**src/design/frb_pkg.sv**
```systemverilog
// ----------------------------------------------------------------------------
// frb_pkg
// shared types, request codes and sizes of the picture reorder buffer
// ----------------------------------------------------------------------------
package frb_pkg;

   localparam int MAX_SLOTS  = 32;
   localparam int HOLD_DEPTH = 6;
   localparam int SLOT_W     = 5;
   localparam int CNT_W      = 6;
   localparam int HCNT_W     = 3;

   localparam logic [CNT_W-1:0] CAP_RESET = 6'd24;
   localparam logic [CNT_W-1:0] CAP_MIN   = 6'd2;

   localparam logic [2:0] REQ_ACQUIRE = 3'd0;
   localparam logic [2:0] REQ_PUSH    = 3'd1;
   localparam logic [2:0] REQ_POP     = 3'd2;
   localparam logic [2:0] REQ_CONSUME = 3'd3;
   localparam logic [2:0] REQ_CLEAR   = 3'd4;

   typedef struct packed {
      logic [2:0]         req_type;
      logic [63:0]        pts_us;
      logic signed [31:0] dur_us;
      logic               has_order;
      logic [31:0]        pic_order;
      logic [30:0]        consume_us;
   } req_pkt_type;

   typedef struct packed {
      logic               write_valid;
      logic [4:0]         write_slot;
      logic [4:0]         head_slot;
      logic [63:0]        front_pts;
      logic signed [31:0] front_dur;
      logic [31:0]        front_seq;
      logic [4:0]         second_slot;
      logic signed [31:0] second_dur;
      logic [5:0]         ring_count;
      logic [5:0]         used_count;
      logic               buffer_full;
   } rsp_pkt_type;

   typedef enum logic [4:0] {
      ST_IDLE, ST_ACQ_RD, ST_ACQ_WR, ST_PUSH, ST_EVICT, ST_INSERT, ST_FLUSH,
      ST_APPEND, ST_POP_RD, ST_CON_RD, ST_CON_DUR, ST_CON_WR, ST_RETIRE,
      ST_CLEAR, ST_OUT_RING, ST_OUT_SLOT, ST_OUT
   } st_type;

   typedef struct packed {
      logic               pts_en;
      logic               dur_en;
      logic               seq_en;
      logic [SLOT_W-1:0]  pd_addr;
      logic [SLOT_W-1:0]  seq_addr;
      logic [63:0]        pts;
      logic signed [31:0] dur;
      logic [31:0]        seq;
   } slot_wr_type;

   typedef struct packed {
      logic              en;
      logic [SLOT_W-1:0] addr_a;
      logic [SLOT_W-1:0] addr_b;
   } rd2_type;

   typedef struct packed {
      logic [63:0]        pts;
      logic signed [31:0] dur_a;
      logic [31:0]        seq;
      logic signed [31:0] dur_b;
   } slot_q_type;

   typedef struct packed {
      logic              en;
      logic [SLOT_W-1:0] addr;
      logic [SLOT_W-1:0] slot;
   } idx_wr_type;

   typedef struct packed {
      logic [SLOT_W-1:0] a;
      logic [SLOT_W-1:0] b;
   } ring_q_type;

endpackage

```
**src/design/frb_free_stack.sv**
```systemverilog
// ----------------------------------------------------------------------------
// frb_free_stack
// free-slot stack memory; entries not written since clear read as cap-1-pos
// ----------------------------------------------------------------------------
module frb_free_stack (
   input  logic                        clock,
   input  logic                        reset,
   input  logic                        clear,
   input  logic [frb_pkg::CNT_W-1:0]   cap,
   input  frb_pkg::idx_wr_type         wr,
   input  logic                        rd_en,
   input  logic [frb_pkg::SLOT_W-1:0]  rd_addr,
   output logic [frb_pkg::SLOT_W-1:0]  rd_slot
);
   import frb_pkg::*;

   logic [SLOT_W-1:0]    stack_mem [MAX_SLOTS];
   logic [MAX_SLOTS-1:0] valid_ff;
   logic [SLOT_W-1:0]    q_ff;
   logic [SLOT_W-1:0]    dflt_ff;
   logic                 qv_ff;
   logic [CNT_W-1:0]     dflt_in;

   assign dflt_in = cap - CNT_W'(1) - {1'b0, rd_addr};

   always_ff @(posedge clock) begin
      if (reset || clear) begin
         valid_ff <= '0;
      end else if (wr.en) begin
         valid_ff[wr.addr] <= 1'b1;
      end
   end

   always_ff @(posedge clock) begin
      if (wr.en) stack_mem[wr.addr] <= wr.slot;
      if (rd_en) begin
         q_ff    <= stack_mem[rd_addr];
         qv_ff   <= valid_ff[rd_addr];
         dflt_ff <= dflt_in[SLOT_W-1:0];
      end
   end

   assign rd_slot = qv_ff ? q_ff : dflt_ff;
endmodule

```
**config.mk**
```make
export PLATFORM = sky130hd
export DESIGN_NAME = frb_free_stack
export DESIGN_NICKNAME = d
export VERILOG_FILES = /design/src/design/frb_pkg.sv /design/src/design/frb_free_stack.sv
export SDC_FILE = /design/constraint.sdc
export NUM_CORES = 1
export LEC_CHECK = 0
export ABC_CLOCK_PERIOD_IN_PS = 5000
export BUFFER_PORTS_ARGS = -buffer_cell sky130_fd_sc_hd__buf_2
export CORE_ASPECT_RATIO = 0.8
export CORE_MARGIN = 3
export CORE_UTILIZATION = 53
export DETAILED_ROUTE_END_ITERATION = 10
export PLACE_DENSITY = 0.7
export SLEW_MARGIN = 10
export SYNTH_ARGS = -nofsm -noshare
export SYNTH_HDL_FRONTEND = slang
export SYNTH_SLANG_ARGS = --single-unit
```
**constraint.sdc**
```tcl
create_clock -name clock -period 5 [get_ports clock]
set_input_delay 0.5 -clock clock [delete_from_list [all_inputs] [get_ports clock]]
set_output_delay 0.5 -clock clock [all_outputs]
set_load 0.03 [all_outputs]
```
==> impl_metrics.ini <==
[synthesis]
ys.flop_type = edfxtp_1
ys_top_cells_by_count = edfxtp_1, mux4_2, nor2_1, dfxtp_1, o21a_1
yosysMostFrequentCell = edfxtp_1
synth_top_area_cell = edfxtp_1
synthTopCellsByArea = edfxtp_1, mux4_2, dfxtp_1
synth_top_area_share_pct = 64.48
ys_ff_latch = 203
synth-edff-count = 171
syn-num-nets = 433
synth_cell_types = 22
synthArstFlopShare_pct = 0
yosysWarnings = 0
ys_seq_area_share_pct = 72.52
postSynthAreaPerCell_um2 = 19.81
syn_inst = 402
netlist_area_um2 = 7964

[clocking]
cts.sink_count = 203
cts_setup_buffers = 0
htreeDepth = 1
cts_tree = built
cts_resized = 0
numCtsBuffers = 20
clk_pin_slew_ns = 0.06
cts_buffer_depth = 3
root_buffer = clkbuf_16
hold_buffers = 0
clk_latency_ns = 0.49

[grt]
gr-total-overflow = 0
grt_use_total_pct = 19.76
grt_max_degree = 51
grt_pass1_wl_mm = 23.96
grt_antenna_before_repair = 0
grt_pass1_vias = 3973

[worst_setup_path]
r2r_slack_ns = 3.22
worstReg2RegEnd = q_ff[3]
crit_type = in2reg
critPathCaptureType = flip-flop
cp.arrival_ns = 2.65
r2r_cells = 4
r2r_start = stack_mem[23][3]
required_ns = 5.24
start_kind = input port
worstPathMaxFanout = 36

[sta]
setup_ws_ns = 2.588
fin_setup_tns_ns = 0
skew_ns = 0.01210
hold_ws_ns = 0.3202
drv_slew = 0
finalSetupViolations = 0
worst_pin_slew_ns = 1.005
hold_viol_final = 0
finalCritPeriodShare_pct = 48.25
rsz0062_at_grt = no
max-slew-margin-rel_pct = 33.01
max_freq_mhz = 414.5
period_needed_ns = 2.412

[placement]
dpl_worst_slack_ns = 2.029
io_buffers = 29
gp_congestion = 0.7359
hpwl_mm = 9.586

[drt]
drtPass1Iterations = 5
drt_iter0_markers = 405
vias = 3882
avgRoutedWirePerCell_um = 24.25
drt-total-wl_mm = 15.42
drtAntennaViolNets = 0
vias_per_cell = 6.104
drcViolationCount = 0

[layout]
multi_input_area_um2 = 2059
syn_to_final_growth_pct = 11.99
regArea_um2 = 5776
n_antenna_cell = 0
fillerInstances = 1019
fin_nets = 469
drive_above_1_share_pct = 28.76

[die]
ios = 31
die_w_um = 143.1
die-area_um2 = 16540
coreArea_um2 = 14490
row_count = 39
die_h_um = 115.6
initial_utilization_pct = 54.95

[power_and_ir_drop]
ir_drop_mv = 0.3330
p_sw_w = 0.0007252
pwr_density_cell_nw_per_um2 = 398.5
seqPwrFrac_pct = 52.6
p_int_w = 0.002829
swShare_pct = 20.40
power.leakage_nw = 2.950
clock_power_share_pct = 41.9
combPwrFrac_pct = 5.5

[hold_path]
min_from = cap[0]
min_path_cells = 2
hold_end = dflt_ff[0]
hp-class = in2reg

[outcome]
status = finished clean

[job]
cap_violations = 0
## cell type report
class	count	area share (%)
clock buffers	26	6.201
clock inverters	10	1.207
inverters	8	0.3367
multi-input cells	174	23.09
flip-flops and latches	203	64.76
well taps	184	2.581
repair buffers	31	1.824
## worst max-delay path by stage
stage / to / cells past startpoint / start
5_1_grt: qv_ff / 5 / rd_addr[1]
2_1_floorplan: q_ff[0] / 6 / rd_addr[1]
3_5_place_dp: qv_ff / 6 / rd_addr[2]
6_report: qv_ff / 6 / rd_addr[2]
3_3_place_gp: qv_ff / 6 / rd_addr[2]
4_1_cts: qv_ff / 6 / rd_addr[2]
## placed cells by master (no fill, tap or decap), types with 4 or more instances in the layout
| master | n |
|---|---|
| edfxtp_1 | 171 |
| mux4_2 | 60 |
| nor2_1 | 33 |
| o21a_1 | 32 |
| dfxtp_1 | 32 |
| buf_2 | 28 |
| clkbuf_16 | 20 |
| nand2_1 | 19 |
| inv_1 | 8 |
| mux2_2 | 5 |
| nand3b_1 | 5 |
| xnor2_1 | 4 |
| ha_1 | 4 |
| clkinv_2 | 4 |
## kinds of logic (layout without fill, tap and decap cells)
group | Yosys count | in the layout | synth area share (%)
compound gates | 36 | 36 | 3.331
xor+xnor | 4 | 4 | 0.4399
fa+ha+maj | 5 | 5 | 0.8798
buf+inv | 25 | 75 | 1.650
flops | 203 | 203 | 72.52
mux | 65 | 65 | 17.67
simple gates | 64 | 64 | 3.504
## state kept, by name (all words and copies together) (netlist names)
register	cells
stack_mem	160
q_ff	5
valid_ff	32
dflt_ff	5
qv_ff	1
## metal layers
metal	GRT usage (%)	up-vias	wire length, um
met1	30.95	2027	7169
met2	29.69	137	7101
met5	0	-	0
li1	-	1696	-
met4	4.497	0	240
met3	3.465	22	910
## worst max-delay path: stages
cell,delay (ns)
buf_2,0.73
buf_4,0.39
mux4_2,0.35
mux4_2,0.52
nand2_1,0.10
nand2_1,0.06
## metrics by stage
stage | total power [W] | util [%] | instances | area [um2]
floorplan | 0.002031 | - | 402 | 7964
finish | 0.003554 | 61.54 | 636 | 8919
CTS | 0.003579 | 61.54 | 636 | 8919
global placement | 0.002100 | 56.98 | 600 | 8258
detailed placement | 0.002106 | 56.98 | 600 | 8258
global route | 0.003673 | 61.54 | 636 | 8919
## power groups by stage
| stage | Clock [W] | Combinational (W) | Sequential (W) |
|---|---|---|---|
| after floorplan | 0 | 0.000128 | 0.00190 |
| after global placement | 0 | 0.000195 | 0.00190 |
| after detailed placement | 0 | 0.000200 | 0.00191 |
| after CTS | 0.00151 | 0.000201 | 0.00187 |
| after global routing | 0.00159 | 0.000216 | 0.00187 |
| final | 0.00149 | 0.000197 | 0.00187 |
Note: power is estimated with default switching activity, not from simulation.
