[src/design/frb_pkg.sv]
// ----------------------------------------------------------------------------
// frb_pkg
// shared types, request codes and sizes of the picture reorder buffer
// ----------------------------------------------------------------------------
package frb_pkg;

   localparam int MAX_SLOTS  = 32;
   localparam int HOLD_DEPTH = 6;
   localparam int SLOT_W     = 5;
   localparam int CNT_W      = 6;
   localparam int HCNT_W     = 3;

   localparam logic [CNT_W-1:0] CAP_RESET = 6'd24;
   localparam logic [CNT_W-1:0] CAP_MIN   = 6'd2;

   localparam logic [2:0] REQ_ACQUIRE = 3'd0;
   localparam logic [2:0] REQ_PUSH    = 3'd1;
   localparam logic [2:0] REQ_POP     = 3'd2;
   localparam logic [2:0] REQ_CONSUME = 3'd3;
   localparam logic [2:0] REQ_CLEAR   = 3'd4;

   typedef struct packed {
      logic [2:0]         req_type;
      logic [63:0]        pts_us;
      logic signed [31:0] dur_us;
      logic               has_order;
      logic [31:0]        pic_order;
      logic [30:0]        consume_us;
   } req_pkt_type;

   typedef struct packed {
      logic               write_valid;
      logic [4:0]         write_slot;
      logic [4:0]         head_slot;
      logic [63:0]        front_pts;
      logic signed [31:0] front_dur;
      logic [31:0]        front_seq;
      logic [4:0]         second_slot;
      logic signed [31:0] second_dur;
      logic [5:0]         ring_count;
      logic [5:0]         used_count;
      logic               buffer_full;
   } rsp_pkt_type;

   typedef enum logic [4:0] {
      ST_IDLE, ST_ACQ_RD, ST_ACQ_WR, ST_PUSH, ST_EVICT, ST_INSERT, ST_FLUSH,
      ST_APPEND, ST_POP_RD, ST_CON_RD, ST_CON_DUR, ST_CON_WR, ST_RETIRE,
      ST_CLEAR, ST_OUT_RING, ST_OUT_SLOT, ST_OUT
   } st_type;

   typedef struct packed {
      logic               pts_en;
      logic               dur_en;
      logic               seq_en;
      logic [SLOT_W-1:0]  pd_addr;
      logic [SLOT_W-1:0]  seq_addr;
      logic [63:0]        pts;
      logic signed [31:0] dur;
      logic [31:0]        seq;
   } slot_wr_type;

   typedef struct packed {
      logic              en;
      logic [SLOT_W-1:0] addr_a;
      logic [SLOT_W-1:0] addr_b;
   } rd2_type;

   typedef struct packed {
      logic [63:0]        pts;
      logic signed [31:0] dur_a;
      logic [31:0]        seq;
      logic signed [31:0] dur_b;
   } slot_q_type;

   typedef struct packed {
      logic              en;
      logic [SLOT_W-1:0] addr;
      logic [SLOT_W-1:0] slot;
   } idx_wr_type;

   typedef struct packed {
      logic [SLOT_W-1:0] a;
      logic [SLOT_W-1:0] b;
   } ring_q_type;

endpackage

[src/design/frb_ring_store.sv]
// ----------------------------------------------------------------------------
// frb_ring_store
// display ring of slot indexes, one write port and two registered reads
// ----------------------------------------------------------------------------
module frb_ring_store (
   input  logic                clock,
   input  frb_pkg::idx_wr_type wr,
   input  frb_pkg::rd2_type    rd,
   output frb_pkg::ring_q_type q
);
   import frb_pkg::*;

   logic [SLOT_W-1:0] ring_mem [MAX_SLOTS];
   ring_q_type        q_ff;

   always_ff @(posedge clock) begin
      if (wr.en) ring_mem[wr.addr] <= wr.slot;
      if (rd.en) begin
         q_ff.a <= ring_mem[rd.addr_a];
         q_ff.b <= ring_mem[rd.addr_b];
      end
   end

   assign q = q_ff;
endmodule

[config.mk]
export PLATFORM = sky130hd
export DESIGN_NAME = frb_ring_store
export DESIGN_NICKNAME = d
export VERILOG_FILES = /design/src/design/frb_pkg.sv /design/src/design/frb_ring_store.sv
export SDC_FILE = /design/constraint.sdc
export NUM_CORES = 1
export LEC_CHECK = 0
export ABC_AREA = 1
export BUFFER_PORTS_ARGS = -buffer_cell sky130_fd_sc_hd__buf_2
export CAP_MARGIN = 0
export CORE_MARGIN = 4
export CORE_UTILIZATION = 65
export DETAILED_ROUTE_END_ITERATION = 6
export MAX_ROUTING_LAYER = met4
export PLACE_DENSITY = 0.83
export RECOVER_POWER = 25
export SLEW_MARGIN = 5
export SYNTH_ARGS = -nofsm -noshare
export SYNTH_HDL_FRONTEND = slang
export SYNTH_SLANG_ARGS = --single-unit
[constraint.sdc]
create_clock -name clock -period 3.3 [get_ports clock]
set_input_delay 0.165 -clock clock [delete_from_list [all_inputs] [get_ports clock]]
set_output_delay 0.165 -clock clock [all_outputs]
set_load 0.01 [all_outputs]
==> run metrics, run 1 <==
outcome complete, but fails checks; failing checks capacitance limit, slew limit; Critical Path Max Stage Delay 0.54 ns; R2R depth 8; Pre-Repair DR Iteration Count 6; hold depth 3; CTS tree built; Post-Synthesis Cells 981; Hold Vio Cnt, Final 0; Area after DPL 8665 um^2; die width 123.7 um; initial antenna violation count 0; Starting DRT DRC Count 1,539; top-area cell type share of the netlist area 58.68%; Crit path max-delay family buffers and inverters; htree depth 4; hold buffers post-CTS 0; clock network fraction of total power 39.6%; Synth Net Count 1,004; Pins Over Slew Limit 66; total CTS buffers 17; RSZ-0062 raised after global routing false; total wire length 24,390 um; Net Sw Frac 24.68%; PostCTS Resize Cnt 0; minimum clock period 1.594 ns; Critical Path Slowest Stage Cell inv_1; crit path kind input port to register; Cell Pwr Density 524.7 nW/um^2; Layout Area Growth over Synthesis 5.983%; Syn Area/Cell 8.868 um^2; EDFF count, synth 170; root buf cell clkbuf_16; sequential fraction of the synthesis area 58.68%; Max FO, Critical Path 21; setup bufs post-CTS 0; Avg WL per Cell 20.95 um; CP most frequent cell nand2_1; vias in the first global route 6,849; Sink Count 170; post-synth top area cell edfxtp_1; largest net degree at the start of global routing 81; Seq cells post-synth 170; f_max 627.5 MHz; design area 9220 um^2; asr flop ratio synth 0%; Final Util 69.90%; GPL Wtd Cong 0.9266; maximum VDD drop 0.3455 mV; slew at the pin closest to its max-slew limit 1.615 ns; chip height 123.7 um; count leader, synth nand2_1; vias per cell 6.420; worst skew pair latency 0.43 ns; ANT nets after route 0; Leak 3.703 nW; Commonest cells post-synth nand2_1, nand3_1, edfxtp_1; Final Cycle Share 48.29%; Layout Nets 998; worst endpoint data arrival time 1.78 ns; Tot GR Track Use 33.86%; post-synthesis cell type count 14; Worst Hold Class input port to register; Synth Flop Type edfxtp_1; net switching power figure 1.194 mW; crit-path cells buf_2 > inv_1 > nand3_1 > nand2_1 > nand2_1 > nand2_1 > nand2_1 > nand2_1; DPL Wire Length 14,630 um; clock slew at reported path FFs 0.06 ns; Max Cap Viol 2; Setup Viol. Count Final 0; Max-slew headroom -7.664%; Final Skew 0.005728 ns; YS warnings 0; Initial Utilization 65.96%; core area 13,190 um^2; IO Port Bufs 32; # diodes 0; DRC 0; Fin Setup TNS 0 ns; share of power burned in registers 50.3%; crit end category register; IO Count 33; number of stages on the worst setup path 8; global route overflow 0; crit path launch type input port; P_int 3.644 mW; Die ar. 15,300 um^2; row count 42; top cells by area, synth edfxtp_1, nand2_1, nand3_1; mapped cell area 8700 um^2; Longest Clk Path Bufs 2; Crit path required time 3.48 ns; Buffers & Inverters on Critical Path 2; Comb pwr share 10.1%; via count 7,473; first-pass GRT wire length 37,190 um; layout cells sized above 1 6.680%
-- layout make-up --
class	count	area [um^2]
clock buffers	18	429.2
clock inverters	14	131.4
fillers	1000	3970
inverters	15	71.32
multi-input cells	734	3070
flip-flops and latches	170	5105
well taps	176	220.2
repair buffers	37	192.7
-- worst min-delay path, cell delays in order --
cell and delay (ns):
buf_2 0.15, nand2_1 0.07, nand2_1 0.05
-- path summary, 6_finish.rpt --
check,end,slack [ns],from
min reg2reg,q[0],0.86,ring_mem[18][0]
min,q[0],0.11,rd[4]
max reg2reg,q[0],1.91,ring_mem[28][0]
max,q[5],1.71,rd[7]
-- power groups by stage --
stage / combinational (mW) / sequential [mW] / clock [mW]
final: 0.487 / 2.44 / 1.92
after global routing: 0.527 / 2.44 / 2.01
after CTS: 0.475 / 2.43 / 1.90
after detailed placement: 0.470 / 2.48 / 0
after global placement: 0.465 / 2.48 / 0
after floorplan: 0.323 / 2.48 / 0
-- routing by layer --
| layer | up-vias | global-route usage [%] | share of wire [%] |
|---|---|---|---|
| met1 | 3427 | 45.52 | 37 |
| met4 | 0 | 15.85 | 4.5 |
| met3 | 101 | 7.402 | 13 |
| met2 | 643 | 49.61 | 45 |
| li1 | 3302 | - | - |
| met5 | - | - | 0 |
-- metrics by stage --
| step | hold WS (ns) | std cells | setup WS (ns) | total power [mW] |
|---|---|---|---|---|
| 6_report | 0.1116 | 1164 | 1.706 | 4.838 |
| 5_1_grt | 0.1211 | 1164 | 1.611 | 4.971 |
| 4_1_cts | 0.1054 | 1164 | 1.814 | 4.808 |
| 3_5_place_dp | 0.5434 | 1132 | 1.398 | 2.949 |
| 3_3_place_gp | 0.5492 | 1132 | 1.424 | 2.942 |
| 2_1_floorplan | 0.2639 | 981 | 2.158 | 2.803 |
-- state kept, by name, summed over array words and instances, names as in the netlist --
signal	cells
q	10
ring_mem	160
-- placed cells by master (no fill, tap or decap) --
cell        instances
buf_2              28
buf_4               5
bufinv_16           2
clkbuf_1            5
clkbuf_16          17
clkinv_1            4
clkinv_2            6
clkinv_4            3
clkinvlp_4          1
edfxtp_1          170
inv_1               9
inv_2               2
inv_8               2
nand2_1           450
nand3_1           252
nor2_1             32
-- cell families (layout without fill, tap and decap cells) --
group                  count (synthesis)  after routing  synth area share, %
AND/OR/NAND/NOR                      734            734                35.29
flip-flops                           170            170                58.68
buffers and inverters                 77             84                6.026
Note: power is estimated with default switching activity, not from simulation.
==> run 2, diff against run 1 <==
- CORE_UTILIZATION: 65 -> 62
- PLACE_DENSITY: 0.83 -> 0.8
- clock period: 3.3 -> 1.6 ns (I/O delays scaled with it)
==> run 2 against run 1 <==
The flow still finishes with violations (capacitance limit, slew limit). First-iteration DRC count is 17% lower. Clock skew rose by 0.0028 ns. Cell area is 6.0% higher. Sequential share of layout area shrank 3.1 points. Clock power up 130%. Global-route usage decreased by 2.3 points. Hold slack worse by 0.081 ns. Register-to-register slack worse by 1.6 ns. Non-clock buffer count grew 50. Sequential power is 110% higher.
==> run metrics, run 2 (synthesized netlist as in run 1, its figures left out) <==
global route overflow 0 (unchanged); Critical Path Slowest Stage Cell clkbuf_1; Final Cycle Share 82.33%; Net Sw Frac 24.25% (-0.43 points); Setup Viol. Count Final 0 (unchanged); crit path launch type input port; GPL Wtd Cong 0.9751 (+5.2%); Worst Hold Class input port to register; hold buffers post-CTS 0 (unchanged); layout cells sized above 1 11.37% (+4.7 points); P_int 7.953 mW (+120%); Longest Clk Path Bufs 2 (unchanged); Pre-Repair DR Iteration Count 6 (unchanged); most frequent cells in the layout nand2_1, nand3_1, edfxtp_1, buf_4, nor2_1; Final Skew 0.008510 ns (+0.002782 ns); maximum VDD drop 1.033 mV (+200%); Avg WL per Cell 19.72 um (-5.9%); final cell count without fillers 1,219 (+4.7%); Fillers 1,060 (+6.0%); core area 13,830 um^2 (+4.8%); crit path kind input port to register; IO Count 33 (unchanged); worst endpoint data arrival time 1.31 ns (-0.47 ns); commonest non-fill, non-tap cell in the layout nand2_1; vias in the first global route 6,995 (+2.1%); htree depth 4 (unchanged); max FFs per register 160 (unchanged); clock slew at reported path FFs 0.07 ns (about the same); Layout Nets 1,048 (+5.0%); IO Port Bufs 32 (unchanged); Most flops, register ring_mem; Pins Over Slew Limit 99 (+50%); clock network fraction of total power 42.1% (+2.5 points); vias per cell 6.112 (-4.8%); Sink Count 170 (unchanged); slew at the pin closest to its max-slew limit 1.717 ns (+0.1022 ns); total CTS buffers 17 (unchanged); die width 126.5 um (+2.2%); Leak 4.022 nW (+8.6%); worst skew pair latency 0.44 ns (about the same); Die ar. 15,990 um^2 (+4.5%); Critical Path Max Stage Delay 1.21 ns (+0.67 ns); CTS tree built; Area after DPL 9133 um^2 (+5.4%); Comb pwr share 10.0% (about the same); Buffers & Inverters on Critical Path 1 (-1); via count 7,450 (-0.31%); row count 43 (+2.4%); Max Cap Viol 3 (+1); failing checks capacitance limit, slew limit; design area 9769 um^2 (+6.0%); total wire length 24,040 um (-1.4%); chip height 126.5 um (+2.2%); DP Cell Count 1,186 (+4.8%); Max FO, Critical Path 32 (+52%); largest net degree at the start of global routing 81 (unchanged); setup bufs post-CTS 0 (unchanged); net switching power figure 2.546 mW (+110%); share of power burned in registers 47.9% (-2.4 points); f_max 759.2 MHz; PostCTS Resize Cnt 0 (unchanged); Max-slew headroom -14.48% (-6.8 points); Crit path required time 1.59 ns (-1.89 ns); RSZ-0062 raised after global routing false; root buf cell clkbuf_16; Crit path max-delay family buffers and inverters; Layout Area Growth over Synthesis 12.30%; Final Util 70.65% (+0.75 points); minimum clock period 1.317 ns; Tot GR Track Use 31.51% (-2.3 points); Starting DRT DRC Count 1,275 (-17%); Hold Vio Cnt, Final 0 (unchanged); Cell Pwr Density 1075 nW/um^2 (+100%); crit end category register; DRC 0 (unchanged); initial antenna violation count 1 (+1); crit-path cells clkbuf_1; ANT nets after route 0 (unchanged); first-pass GRT wire length 37,480 um (+0.78%); Initial Utilization 62.92% (-3.0 points); outcome complete, but fails checks; DPL Wire Length 15,620 um (+6.8%); Fin Setup TNS 0 ns (unchanged)
==> run 2: layout make-up <==
cell class	count	area [um^2]	share of cell area (%)
tap	180	225.2	2.305
antenna	1	2.502	0.02561
inverter	15	71.32	0.7300
clock buffer	18	429.2	4.393
clock inverter	14	210.2	2.152
multi-input combinational	734	3070	31.43
timing repair buffer	87	655.6	6.711
sequential	170	5105	52.25
==> run 2: worst paths after layout <==
path                                 startpoint               to  slack [ns]  cells past startpoint
worst max-delay path                      wr[3]  ring_mem[19][3]        0.28                      1
worst min-delay path                      rd[4]             q[2]        0.03                      3
worst max register to register  ring_mem[29][3]             q[3]        0.30                      8
worst min register to register   ring_mem[2][3]             q[3]        0.87                      8
==> run 2: routing by layer <==
metal | vias to the layer above | track usage, % | part of all wire [%]
met1 | 3406 | 42.00 | 39
li1 | 3406 | - | -
met4 | 0 | 12.62 | 3.6
met5 | - | - | 0
met3 | 89 | 7.705 | 12
met2 | 549 | 46.98 | 46
==> run 2: power by group through the flow <==
stage          clock network (mW)  logic [mW]  registers [mW]
3_3_place_gp                    0        1.02            5.12
4_1_cts                      4.45        1.03            5.02
6_report                     4.42        1.05            5.03
3_5_place_dp                    0        1.03            5.12
5_1_grt                      4.65        1.15            5.03
2_1_floorplan                   0       0.667            5.11
==> run 2: per-stage QoR <==
step	power (mW)	setup WS (ns)	hold WS (ns)
after floorplan	5.781	0.5431	0.1789
after global placement	6.131	0.1332	0.4593
after detailed placement	6.143	0.1264	0.4657
after CTS	10.50	0.3140	0.008344
after global routing	10.83	0.1815	0.03135
final	10.50	0.2827	0.03104
